### config.mk
export PLATFORM = sky130hd
export DESIGN_NAME = sha1_message_digest
export DESIGN_NICKNAME = d
export VERILOG_FILES = /design/src/rtl/sha1_pkg.sv /design/src/rtl/sha1_core.sv /design/src/rtl/sha1_message_digest.sv
export SDC_FILE = /design/constraint.sdc
export NUM_CORES = 2
export LEC_CHECK = 0
export BUFFER_PORTS_ARGS = -buffer_cell sky130_fd_sc_hd__buf_2
export CAP_MARGIN = 25
export CORE_ASPECT_RATIO = 1.75
export CORE_MARGIN = 2
export CORE_UTILIZATION = 41
export CTS_CLUSTER_DIAMETER = 40
export DETAILED_ROUTE_END_ITERATION = 16
export GPL_TIMING_DRIVEN = 0
export SLEW_MARGIN = 0
export SYNTH_ARGS = -nofsm -noshare
export SYNTH_HDL_FRONTEND = slang
export SYNTH_SLANG_ARGS = --single-unit
### constraint.sdc
create_clock -name clk -period 37.5 [get_ports clk]
set_input_delay 1.875 -clock clk [delete_from_list [all_inputs] [get_ports clk]]
set_output_delay 1.875 -clock clk [all_outputs]
set_load 0.005 [all_outputs]
### src/rtl/sha1_pkg.sv
`timescale 1ns / 1ps
// ----------------------------------------------------------------------------
// sha1_pkg: shared types and constants of the SHA-1 digest block
// Word and chaining types, round constants, initial hash words and the
// control and status groups passed between the top level and the round core.
// ----------------------------------------------------------------------------
package sha1_pkg;

    localparam int WORD_W   = 32;
    localparam int BYTE_W   = 8;
    localparam int FILL_W   = 6;
    localparam int COUNT_W  = 61;
    localparam int LEN_W    = 64;
    localparam int ROUND_W  = 7;
    localparam int WIN_D    = 16;

    typedef logic [WORD_W-1:0]      word_t;
    typedef logic [4:0][WORD_W-1:0] chain_t;

    localparam chain_t H_INIT = {32'hc3d2e1f0, 32'h10325476, 32'h98badcfe,
                                 32'hefcdab89, 32'h67452301};

    localparam word_t K_CH  = 32'h5a827999;
    localparam word_t K_PA1 = 32'h6ed9eba1;
    localparam word_t K_MAJ = 32'h8f1bbcdc;
    localparam word_t K_PA2 = 32'hca62c1d6;

    localparam logic [ROUND_W-1:0] ROUND_SCHED = 7'd16;
    localparam logic [ROUND_W-1:0] ROUND_PA1   = 7'd20;
    localparam logic [ROUND_W-1:0] ROUND_MAJ   = 7'd40;
    localparam logic [ROUND_W-1:0] ROUND_PA2   = 7'd60;
    localparam logic [ROUND_W-1:0] ROUND_LAST  = 7'd79;

    localparam logic [BYTE_W-1:0] PAD_MARK  = 8'h80;
    localparam logic [BYTE_W-1:0] PAD_ZERO  = 8'h00;
    localparam logic [FILL_W-1:0] LEN_START = 6'd56;
    localparam logic [FILL_W-1:0] FILL_LAST = 6'd63;
    localparam logic [1:0]        LANE_LAST = 2'd3;

    typedef struct packed {
        logic push;
        logic start;
    } sha1_ctrl_t;

    typedef struct packed {
        logic idle;
        logic done;
    } sha1_stat_t;

endpackage

### src/rtl/sha1_core.sv
`timescale 1ns / 1ps
// ----------------------------------------------------------------------------
// sha1_core: iterative SHA-1 compression unit
// Holds the 16-word message schedule window and the working variables, runs
// one round per cycle for 80 rounds and adds the result to the chaining value.
// ----------------------------------------------------------------------------
module sha1_core (
    input  logic                clk,
    input  logic                rst_n,
    input  sha1_pkg::sha1_ctrl_t ctrl,
    input  sha1_pkg::word_t     push_word,
    input  sha1_pkg::chain_t    chain_in,
    output sha1_pkg::sha1_stat_t stat,
    output sha1_pkg::chain_t    chain_sum
);
    import sha1_pkg::*;

    typedef enum logic [1:0] {
        C_IDLE,
        C_ROUND,
        C_ADD
    } core_state_t;

    core_state_t          state_reg;
    logic [ROUND_W-1:0]   round_reg;
    word_t                a_reg, b_reg, c_reg, d_reg, e_reg;
    word_t                win_reg [WIN_D];

    word_t                sched_mix;
    word_t                sched_word;
    word_t                w_cur;
    word_t                f_val;
    word_t                k_val;
    word_t                t_next;

    // Schedule taps: win_reg[0] is w[t-16], [2] is w[t-14], [8] is w[t-8],
    // [13] is w[t-3] once the first sixteen rounds have passed.
    always_comb
    begin
        sched_mix  = win_reg[13] ^ win_reg[8] ^ win_reg[2] ^ win_reg[0];
        sched_word = {sched_mix[WORD_W-2:0], sched_mix[WORD_W-1]};
        w_cur      = (round_reg < ROUND_SCHED) ? win_reg[0] : sched_word;

        if (round_reg < ROUND_PA1)
        begin
            f_val = (b_reg & c_reg) | (~b_reg & d_reg);
            k_val = K_CH;
        end
        else if (round_reg < ROUND_MAJ)
        begin
            f_val = b_reg ^ c_reg ^ d_reg;
            k_val = K_PA1;
        end
        else if (round_reg < ROUND_PA2)
        begin
            f_val = (b_reg & c_reg) | (b_reg & d_reg) | (c_reg & d_reg);
            k_val = K_MAJ;
        end
        else
        begin
            f_val = b_reg ^ c_reg ^ d_reg;
            k_val = K_PA2;
        end

        t_next = {a_reg[WORD_W-6:0], a_reg[WORD_W-1:WORD_W-5]} + f_val + e_reg
                 + k_val + w_cur;
    end

    assign chain_sum[0] = chain_in[0] + a_reg;
    assign chain_sum[1] = chain_in[1] + b_reg;
    assign chain_sum[2] = chain_in[2] + c_reg;
    assign chain_sum[3] = chain_in[3] + d_reg;
    assign chain_sum[4] = chain_in[4] + e_reg;

    assign stat.idle = (state_reg == C_IDLE);
    assign stat.done = (state_reg == C_ADD);

    always_ff @(posedge clk or negedge rst_n)
    begin
        if (!rst_n)
        begin
            state_reg <= C_IDLE;
            round_reg <= '0;
        end
        else
        begin
            unique case (state_reg)
                C_IDLE:
                begin
                    if (ctrl.start)
                    begin
                        round_reg <= '0;
                        state_reg <= C_ROUND;
                    end
                end
                C_ROUND:
                begin
                    round_reg <= round_reg + 7'd1;
                    if (round_reg == ROUND_LAST)
                    begin
                        state_reg <= C_ADD;
                    end
                end
                C_ADD:
                begin
                    state_reg <= C_IDLE;
                end
                default:
                begin
                    state_reg <= C_IDLE;
                end
            endcase
        end
    end

    // Working variables and schedule window carry no reset.
    always_ff @(posedge clk)
    begin
        if (state_reg == C_IDLE && ctrl.start)
        begin
            a_reg <= chain_in[0];
            b_reg <= chain_in[1];
            c_reg <= chain_in[2];
            d_reg <= chain_in[3];
            e_reg <= chain_in[4];
        end
        else if (state_reg == C_ROUND)
        begin
            a_reg <= t_next;
            b_reg <= a_reg;
            c_reg <= {b_reg[1:0], b_reg[WORD_W-1:2]};
            d_reg <= c_reg;
            e_reg <= d_reg;
        end

        if (ctrl.push || state_reg == C_ROUND)
        begin
            for (int i = 0; i < WIN_D - 1; i++)
            begin
                win_reg[i] <= win_reg[i+1];
            end
            win_reg[WIN_D-1] <= ctrl.push ? push_word : w_cur;
        end
    end

    a_start_idle: assert property (@(posedge clk) disable iff (!rst_n)
        ctrl.start |-> state_reg == C_IDLE)
        else $error("compression started while the core was busy");

    a_push_idle: assert property (@(posedge clk) disable iff (!rst_n)
        ctrl.push |-> state_reg == C_IDLE)
        else $error("schedule word pushed during compression");

    a_done_after_last: assert property (@(posedge clk) disable iff (!rst_n)
        stat.done |-> $past(state_reg == C_ROUND && round_reg == ROUND_LAST))
        else $error("add cycle reached without the last round");

endmodule

### src/rtl/sha1_message_digest.sv
`timescale 1ns / 1ps
// ----------------------------------------------------------------------------
// sha1_message_digest: SHA-1 hash over a byte stream
// Packs message bytes big-endian into 32-bit words, compresses each full
// 64-byte block, and on a finish beat pads the message, appends the bit
// length and returns the five digest words before starting a new message.
// ----------------------------------------------------------------------------
//
//  Channel | Signals                                  | Direction | Beat
//  --------+------------------------------------------+-----------+-----------------
//  in      | in_valid, in_stall, mode, data_byte      | in        | one byte/finish
//  out     | out_valid, out_stall, digest_h0..h4      | out       | one digest
//
// The beat that completes a 64-byte block starts the round core, which runs
// its 80 rounds and then the add.
// A finish beat feeds the padding and the length through the same byte path at
// one byte per cycle (64 - fill bytes, or 128 - fill when more than 55 bytes are
// pending), paused for one or two compressions, then an emit step.
// After reset the block is ready at once; the block buffer needs no clearing.
// The input is stalled whenever a block is being compressed, padded or emitted.
// A digest that waits on a stalled output holds up the next emit step.
// ----------------------------------------------------------------------------
module sha1_message_digest (
    input  logic                         clk,
    input  logic                         rst_n,
    input  logic                         in_valid,
    output logic                         in_stall,
    input  logic                         mode,
    input  logic [sha1_pkg::BYTE_W-1:0]  data_byte,
    output logic                         out_valid,
    input  logic                         out_stall,
    output logic [sha1_pkg::WORD_W-1:0]  digest_h0,
    output logic [sha1_pkg::WORD_W-1:0]  digest_h1,
    output logic [sha1_pkg::WORD_W-1:0]  digest_h2,
    output logic [sha1_pkg::WORD_W-1:0]  digest_h3,
    output logic [sha1_pkg::WORD_W-1:0]  digest_h4
);
    import sha1_pkg::*;

    typedef enum logic [1:0] {
        S_IDLE,
        S_PAD,
        S_HASH,
        S_EMIT
    } state_t;

    state_t               state_reg;
    chain_t               chain_reg;
    logic [COUNT_W-1:0]   count_reg;
    logic [FILL_W-1:0]    fill_reg;
    logic                 pad_reg;     // finishing: padding bytes are being fed
    logic                 extra_reg;   // the current padded block is not the last
    logic                 final_reg;   // the running compression ends the message
    logic                 out_valid_reg;
    chain_t               digest_reg;
    word_t                word_reg;
    logic [LEN_W-1:0]     len_reg;

    logic                 accept;
    logic                 push_byte;
    logic [BYTE_W-1:0]    byte_val;
    logic                 len_phase;
    logic                 block_full;
    sha1_ctrl_t           core_ctrl;
    sha1_stat_t           core_stat;
    chain_t               chain_sum;
    word_t                push_word;

    assign in_stall  = (state_reg != S_IDLE);
    assign accept    = in_valid && !in_stall;
    assign out_valid = out_valid_reg;
    assign digest_h0 = digest_reg[0];
    assign digest_h1 = digest_reg[1];
    assign digest_h2 = digest_reg[2];
    assign digest_h3 = digest_reg[3];
    assign digest_h4 = digest_reg[4];

    // Byte source: an accepted beat (message byte or the 0x80 marker), or the
    // padding sequencer, which sends zeros and then the big-endian bit length.
    always_comb
    begin
        len_phase = (state_reg == S_PAD) && (fill_reg >= LEN_START) && !extra_reg;
        push_byte = accept || (state_reg == S_PAD);
        if (state_reg == S_PAD)
        begin
            byte_val = len_phase ? len_reg[LEN_W-1 -: BYTE_W] : PAD_ZERO;
        end
        else
        begin
            byte_val = mode ? PAD_MARK : data_byte;
        end
        push_word       = {word_reg[WORD_W-BYTE_W-1:0], byte_val};
        block_full      = push_byte && (fill_reg == FILL_LAST);
        core_ctrl.push  = push_byte && (fill_reg[1:0] == LANE_LAST);
        core_ctrl.start = block_full;
    end

    sha1_core u_core (
        .clk       (clk),
        .rst_n     (rst_n),
        .ctrl      (core_ctrl),
        .push_word (push_word),
        .chain_in  (chain_reg),
        .stat      (core_stat),
        .chain_sum (chain_sum)
    );

    always_ff @(posedge clk or negedge rst_n)
    begin
        if (!rst_n)
        begin
            state_reg     <= S_IDLE;
            chain_reg     <= H_INIT;
            count_reg     <= '0;
            fill_reg      <= '0;
            pad_reg       <= 1'b0;
            extra_reg     <= 1'b0;
            final_reg     <= 1'b0;
            out_valid_reg <= 1'b0;
            digest_reg    <= '0;
        end
        else
        begin
            // The emit step owns the valid flag while it runs.
            if (out_valid_reg && !out_stall && state_reg != S_EMIT)
            begin
                out_valid_reg <= 1'b0;
            end

            if (push_byte)
            begin
                fill_reg <= fill_reg + 6'd1;
            end

            unique case (state_reg)
                S_IDLE:
                begin
                    if (accept)
                    begin
                        if (!mode)
                        begin
                            count_reg <= count_reg + 61'd1;
                        end
                        else
                        begin
                            pad_reg   <= 1'b1;
                            // A marker that fills the block still leaves the
                            // length for a following block.
                            extra_reg <= !block_full && (fill_reg >= LEN_START);
                        end
                        final_reg <= 1'b0;
                        if (block_full)
                        begin
                            state_reg <= S_HASH;
                        end
                        else if (mode)
                        begin
                            state_reg <= S_PAD;
                        end
                    end
                end
                S_PAD:
                begin
                    if (block_full)
                    begin
                        final_reg <= !extra_reg;
                        extra_reg <= 1'b0;
                        state_reg <= S_HASH;
                    end
                end
                S_HASH:
                begin
                    if (core_stat.done)
                    begin
                        chain_reg <= chain_sum;
                        if (final_reg)
                        begin
                            state_reg <= S_EMIT;
                        end
                        else if (pad_reg)
                        begin
                            state_reg <= S_PAD;
                        end
                        else
                        begin
                            state_reg <= S_IDLE;
                        end
                    end
                end
                S_EMIT:
                begin
                    if (!out_valid_reg || !out_stall)
                    begin
                        digest_reg    <= chain_reg;
                        out_valid_reg <= 1'b1;
                        chain_reg     <= H_INIT;
                        count_reg     <= '0;
                        pad_reg       <= 1'b0;
                        final_reg     <= 1'b0;
                        state_reg     <= S_IDLE;
                    end
                end
                default:
                begin
                    state_reg <= S_IDLE;
                end
            endcase
        end
    end

    // Byte packing and the length shifter carry no reset.
    always_ff @(posedge clk)
    begin
        if (push_byte)
        begin
            word_reg <= push_word;
        end
        if (accept && mode)
        begin
            len_reg <= {count_reg, 3'b000};
        end
        else if (len_phase)
        begin
            len_reg <= {len_reg[LEN_W-BYTE_W-1:0], PAD_ZERO};
        end
    end

    a_start_on_wrap: assert property (@(posedge clk) disable iff (!rst_n)
        core_ctrl.start |-> fill_reg == FILL_LAST && core_stat.idle)
        else $error("compression started on a partial block or busy core");

    a_emit_source: assert property (@(posedge clk) disable iff (!rst_n)
        $rose(out_valid_reg) |-> $past(state_reg == S_EMIT))
        else $error("digest beat raised outside the emit step");

    a_reinit: assert property (@(posedge clk) disable iff (!rst_n)
        $rose(out_valid_reg) |-> count_reg == '0 && fill_reg == '0 && !pad_reg)
        else $error("message state not reinitialized after a digest");

    a_no_push_hash: assert property (@(posedge clk) disable iff (!rst_n)
        state_reg == S_HASH |-> !push_byte && !core_stat.idle)
        else $error("byte pushed or core idle while hashing");

endmodule

==> summary.txt <==
Floorplan
  – Core ar.: ~0.13 mm²
  – I/O pin cnt: 175
  – Die extent in y: about 490 µm
  – Floorplan row count: 178
  – Initial core utilization: 0.413
  – Die Span X: 282 µm
  – Die footprint: about 0.14 mm²

Worst setup path
  – Worst flop-to-flop path startpoint: u_core.round_reg[5]$_DFFE_PN0P_
  – Setup crit end: u_core.a_reg[29]$_DFFE_PP_
  – Source of the critical timing path: u_core.round_reg[5]$_DFFE_PN0P_
  – Max stage delay cell, worst path: sky130_fd_sc_hd__a41oi_1
  – Critical R2R Capture: u_core.a_reg[29]$_DFFE_PP_
  – Setup slack, reg-to-reg: 29.18 ns
  – Largest fanout on the critical path: 10
  – Delay of the slowest cell on the worst path: 0.73 ns
  – Worst Setup End Kind: flop
  – Setup crit start kind: flop
  – Worst Path Class, Setup: reg2reg
  – Depth of the most critical reg-to-reg path: 26
  – Cell repeated most along the worst path: sky130_fd_sc_hd__fa_1
  – Required arrival time at the worst endpoint: approximately 38 ns
  – Arrival time of the worst setup path: 8.81 ns

Global routing
  – Final global-route overflow total: 0
  – All-Layer GR Usage: 0.236
  – Antenna violations before repair: 3
  – First-pass GRT wire length: ~240,000 µm
  – Pin count of the biggest net entering global routing: about 110
  – Vias in the first global route: 37,245

Hold path
  – HP Class: reg2reg
  – Startpoint of the most critical hold path: u_core.win_reg[3][25]$_DFFE_PP_

Yosys
  – Syn_nets: 5,160
  – Count of yosys warnings during synthesis: 0
  – Netlist area before placement: about 0.055 mm²
  – Post-Syn Area per Cell: roughly 12 µm²
  – Number of distinct library cells after synthesis: 86
  – Sequential fraction of the synthesis area: 0.593
  – EDFF count, synth: between 700 and 800
  – Synthesized instance count: approximately 4,800
  – Share of synthesized registers carrying an async set or reset: 0.347
  – Synthesized flop and latch total: 1,159
  – Leading register cell type out of synthesis: sky130_fd_sc_hd__edfxtp_1

Routing
  – Number of design-rule violations left by the first detailed-router iteration: 2,893
  – Number of antenna-violating nets in the routed design: 0
  – Routed wire length: between 150,000 and 200,000 µm
  – Number of vias after detailed routing: 37,082
  – Post-detailed-route DRC marker count: 0
  – Routed WL per cell: 23.2 µm
  – Number of iterations in the first detailed-routing pass: 6
  – Via density per instance: 5.27

Cells and area
  – # fillers: between 10,000 and 15,000
  – Leading cell type in the layout, fill and taps excluded: sky130_fd_sc_hd__nand2_1
  – Net count reported at finish: between 5,000 and 6,000
  – Register Area: between 0.03 and 0.04 mm²
  – Area taken by multi-input logic gates: about 0.021 mm²
  – Synth-to-Final Area Change: 14.3%
  – Layout cells sized above 1: 0.116
  – Top library cells by usage in the layout, fill and taps aside: sky130_fd_sc_hd__nand2_1 (1,099), sky130_fd_sc_hd__edfxtp_1 (757), sky130_fd_sc_hd__dfrtp_1 (322)
  – Flip-flop count of the largest register after layout: roughly 500

STA
  – Setup Total Neg Slack: 0 ns
  – Number of setup violations in the final report: 0
  – RSZ-0062 raised after global routing: false
  – Setup skew after layout: roughly 0.07 ns
  – Final Critical Period: between 8 and 9 ns
  – Hold violation total from the final report: 0
  – Period Utilization, post-route: 0.222
  – Worst rel slew slack: 0.228
  – Number of max-slew violations in the final report: 0
  – Maximum clock frequency: 120 MHz
  – Worst slew pin tran: 1.15 ns

Clock network
  – Clk buf depth: 3
  – PostCTS Resize Cnt: 0
  – H-tree levels: 3
  – Sinks on Clock Net: about 1,200
  – Clock tree from TritonCTS: built
  – TritonCTS buffer count: approximately 120
  – Post-CTS setup buffer count: 0
  – Worst-Skew Late Latency: around 0.78 ns
  – Clock-pin slew of the registers on the worst-case setup and hold paths: around 0.070 ns
  – CTS Root Cell: sky130_fd_sc_hd__clkbuf_16
  – Count of hold buffers inserted by post-cts repair: 0

Job
  – Max cap viols: 0

Place
  – Number of port buffers: approximately 170
  – Routability congestion estimate from global placement: about 0.96
  – Final HPWL DP: approximately 120,000 µm

Status
  – Run status: finished clean
## worst min-delay path by stage
stage	cells past startpoint	endpoint
2_1_floorplan	0	u_core.win_reg[0][0]$_DFFE_PP_
3_3_place_gp	0	u_core.win_reg[11][12]$_DFFE_PP_
4_1_cts	0	u_core.win_reg[2][25]$_DFFE_PP_
5_1_grt	0	u_core.win_reg[2][25]$_DFFE_PP_
3_5_place_dp	0	u_core.win_reg[0][5]$_DFFE_PP_
6_report	0	u_core.win_reg[2][25]$_DFFE_PP_
## Yosys cell counts, drive strengths merged (10+ instances only)
cell,n,share of area
dfrtp,322,0.15
fa,124,0.045
o21a,32,0.0043
and3,32,0.0037
nand2,1103,0.075
o211ai,15,0.0020
nand3,60,0.0055
ha,224,0.051
nand2b,31,0.0035
a21o,86,0.012
nand4,19,0.0023
o32a,12,0.0022
inv,209,0.014
o32ai,17,0.0027
and2,20,0.0023
o21bai,33,0.0045
a211oi,11,0.0016
edfxtp,757,0.41
dfstp,80,0.038
nor2,275,0.019
o21ai,267,0.024
nor3,29,0.0031
xor2,118,0.019
clkbuf,148,0.010
xnor2,203,0.032
o31ai,15,0.0021
a31oi,24,0.0027
nor2b,56,0.0063
mux2,65,0.013
a21oi,251,0.023
or2,10,0.0011
or3,30,0.0034
## per-stage QoR
step | setup slack (ns) | utilization | cells | hold WS [ns] | instance area, µm²
final | 29.18 | 0.472 | 7038 | 0.366 | 63400
after detailed placement | 29.39 | 0.441 | 6806 | 0.405 | 59200
after global routing | 28.90 | 0.472 | 7035 | 0.378 | 63400
after floorplan | 22.29 | - | 4799 | 0.400 | 55500
after CTS | 29.31 | 0.472 | 7031 | 0.366 | 63400
after global placement | 17.05 | 0.436 | 6773 | 0.401 | 58600
## worst max-delay path, delay by kind of cell, from the launching register on
family | cells | cell delay [ns]
compound gates | 10 | 3.06
fa+ha+maj | 5 | 1.87
simple gates | 5 | 1.53
buf+inv | 5 | 1.00
flops | 1 | 0.36
xor+xnor | 1 | 0.21
## routing by layer
| metal | share of wire | routed length (µm) | global-route usage |
|---|---|---|---|
| met5 | 0.000080 | 13 | 0 |
| met4 | 0.074 | 12100 | 0.150 |
| met3 | 0.049 | 8000 | 0.0361 |
| met2 | 0.48 | 78600 | 0.392 |
| met1 | 0.40 | 64500 | 0.286 |
## cells by family (layout without fill, tap and decap cells)
kind of cell / count (synthesis) / count (layout) / synth area share
simple gates: 1689 / 1689 / 0.129
flops: 1159 / 1159 / 0.593
compound gates: 845 / 845 / 0.0937
buf+inv: 366 / 801 / 0.0249
fa+ha+maj: 348 / 348 / 0.0952
xor+xnor: 321 / 321 / 0.0507
mux: 71 / 71 / 0.0143
other cells: 0 / 4 / 0
## final cells by class
type,count,area share
diodes,4,0.000158
plain buffers,157,0.00941
clock buffers,143,0.0503
clock inverters,82,0.0151
inverters,209,0.0124
multi-input cells,3274,0.335
flip-flops and latches,1159,0.519
well taps,1800,0.0355
repair buffers,210,0.0234
Power is left out: the tool's default activity adds up to more than one toggle a clock period on the data nets, which glitch-free logic cannot reach.
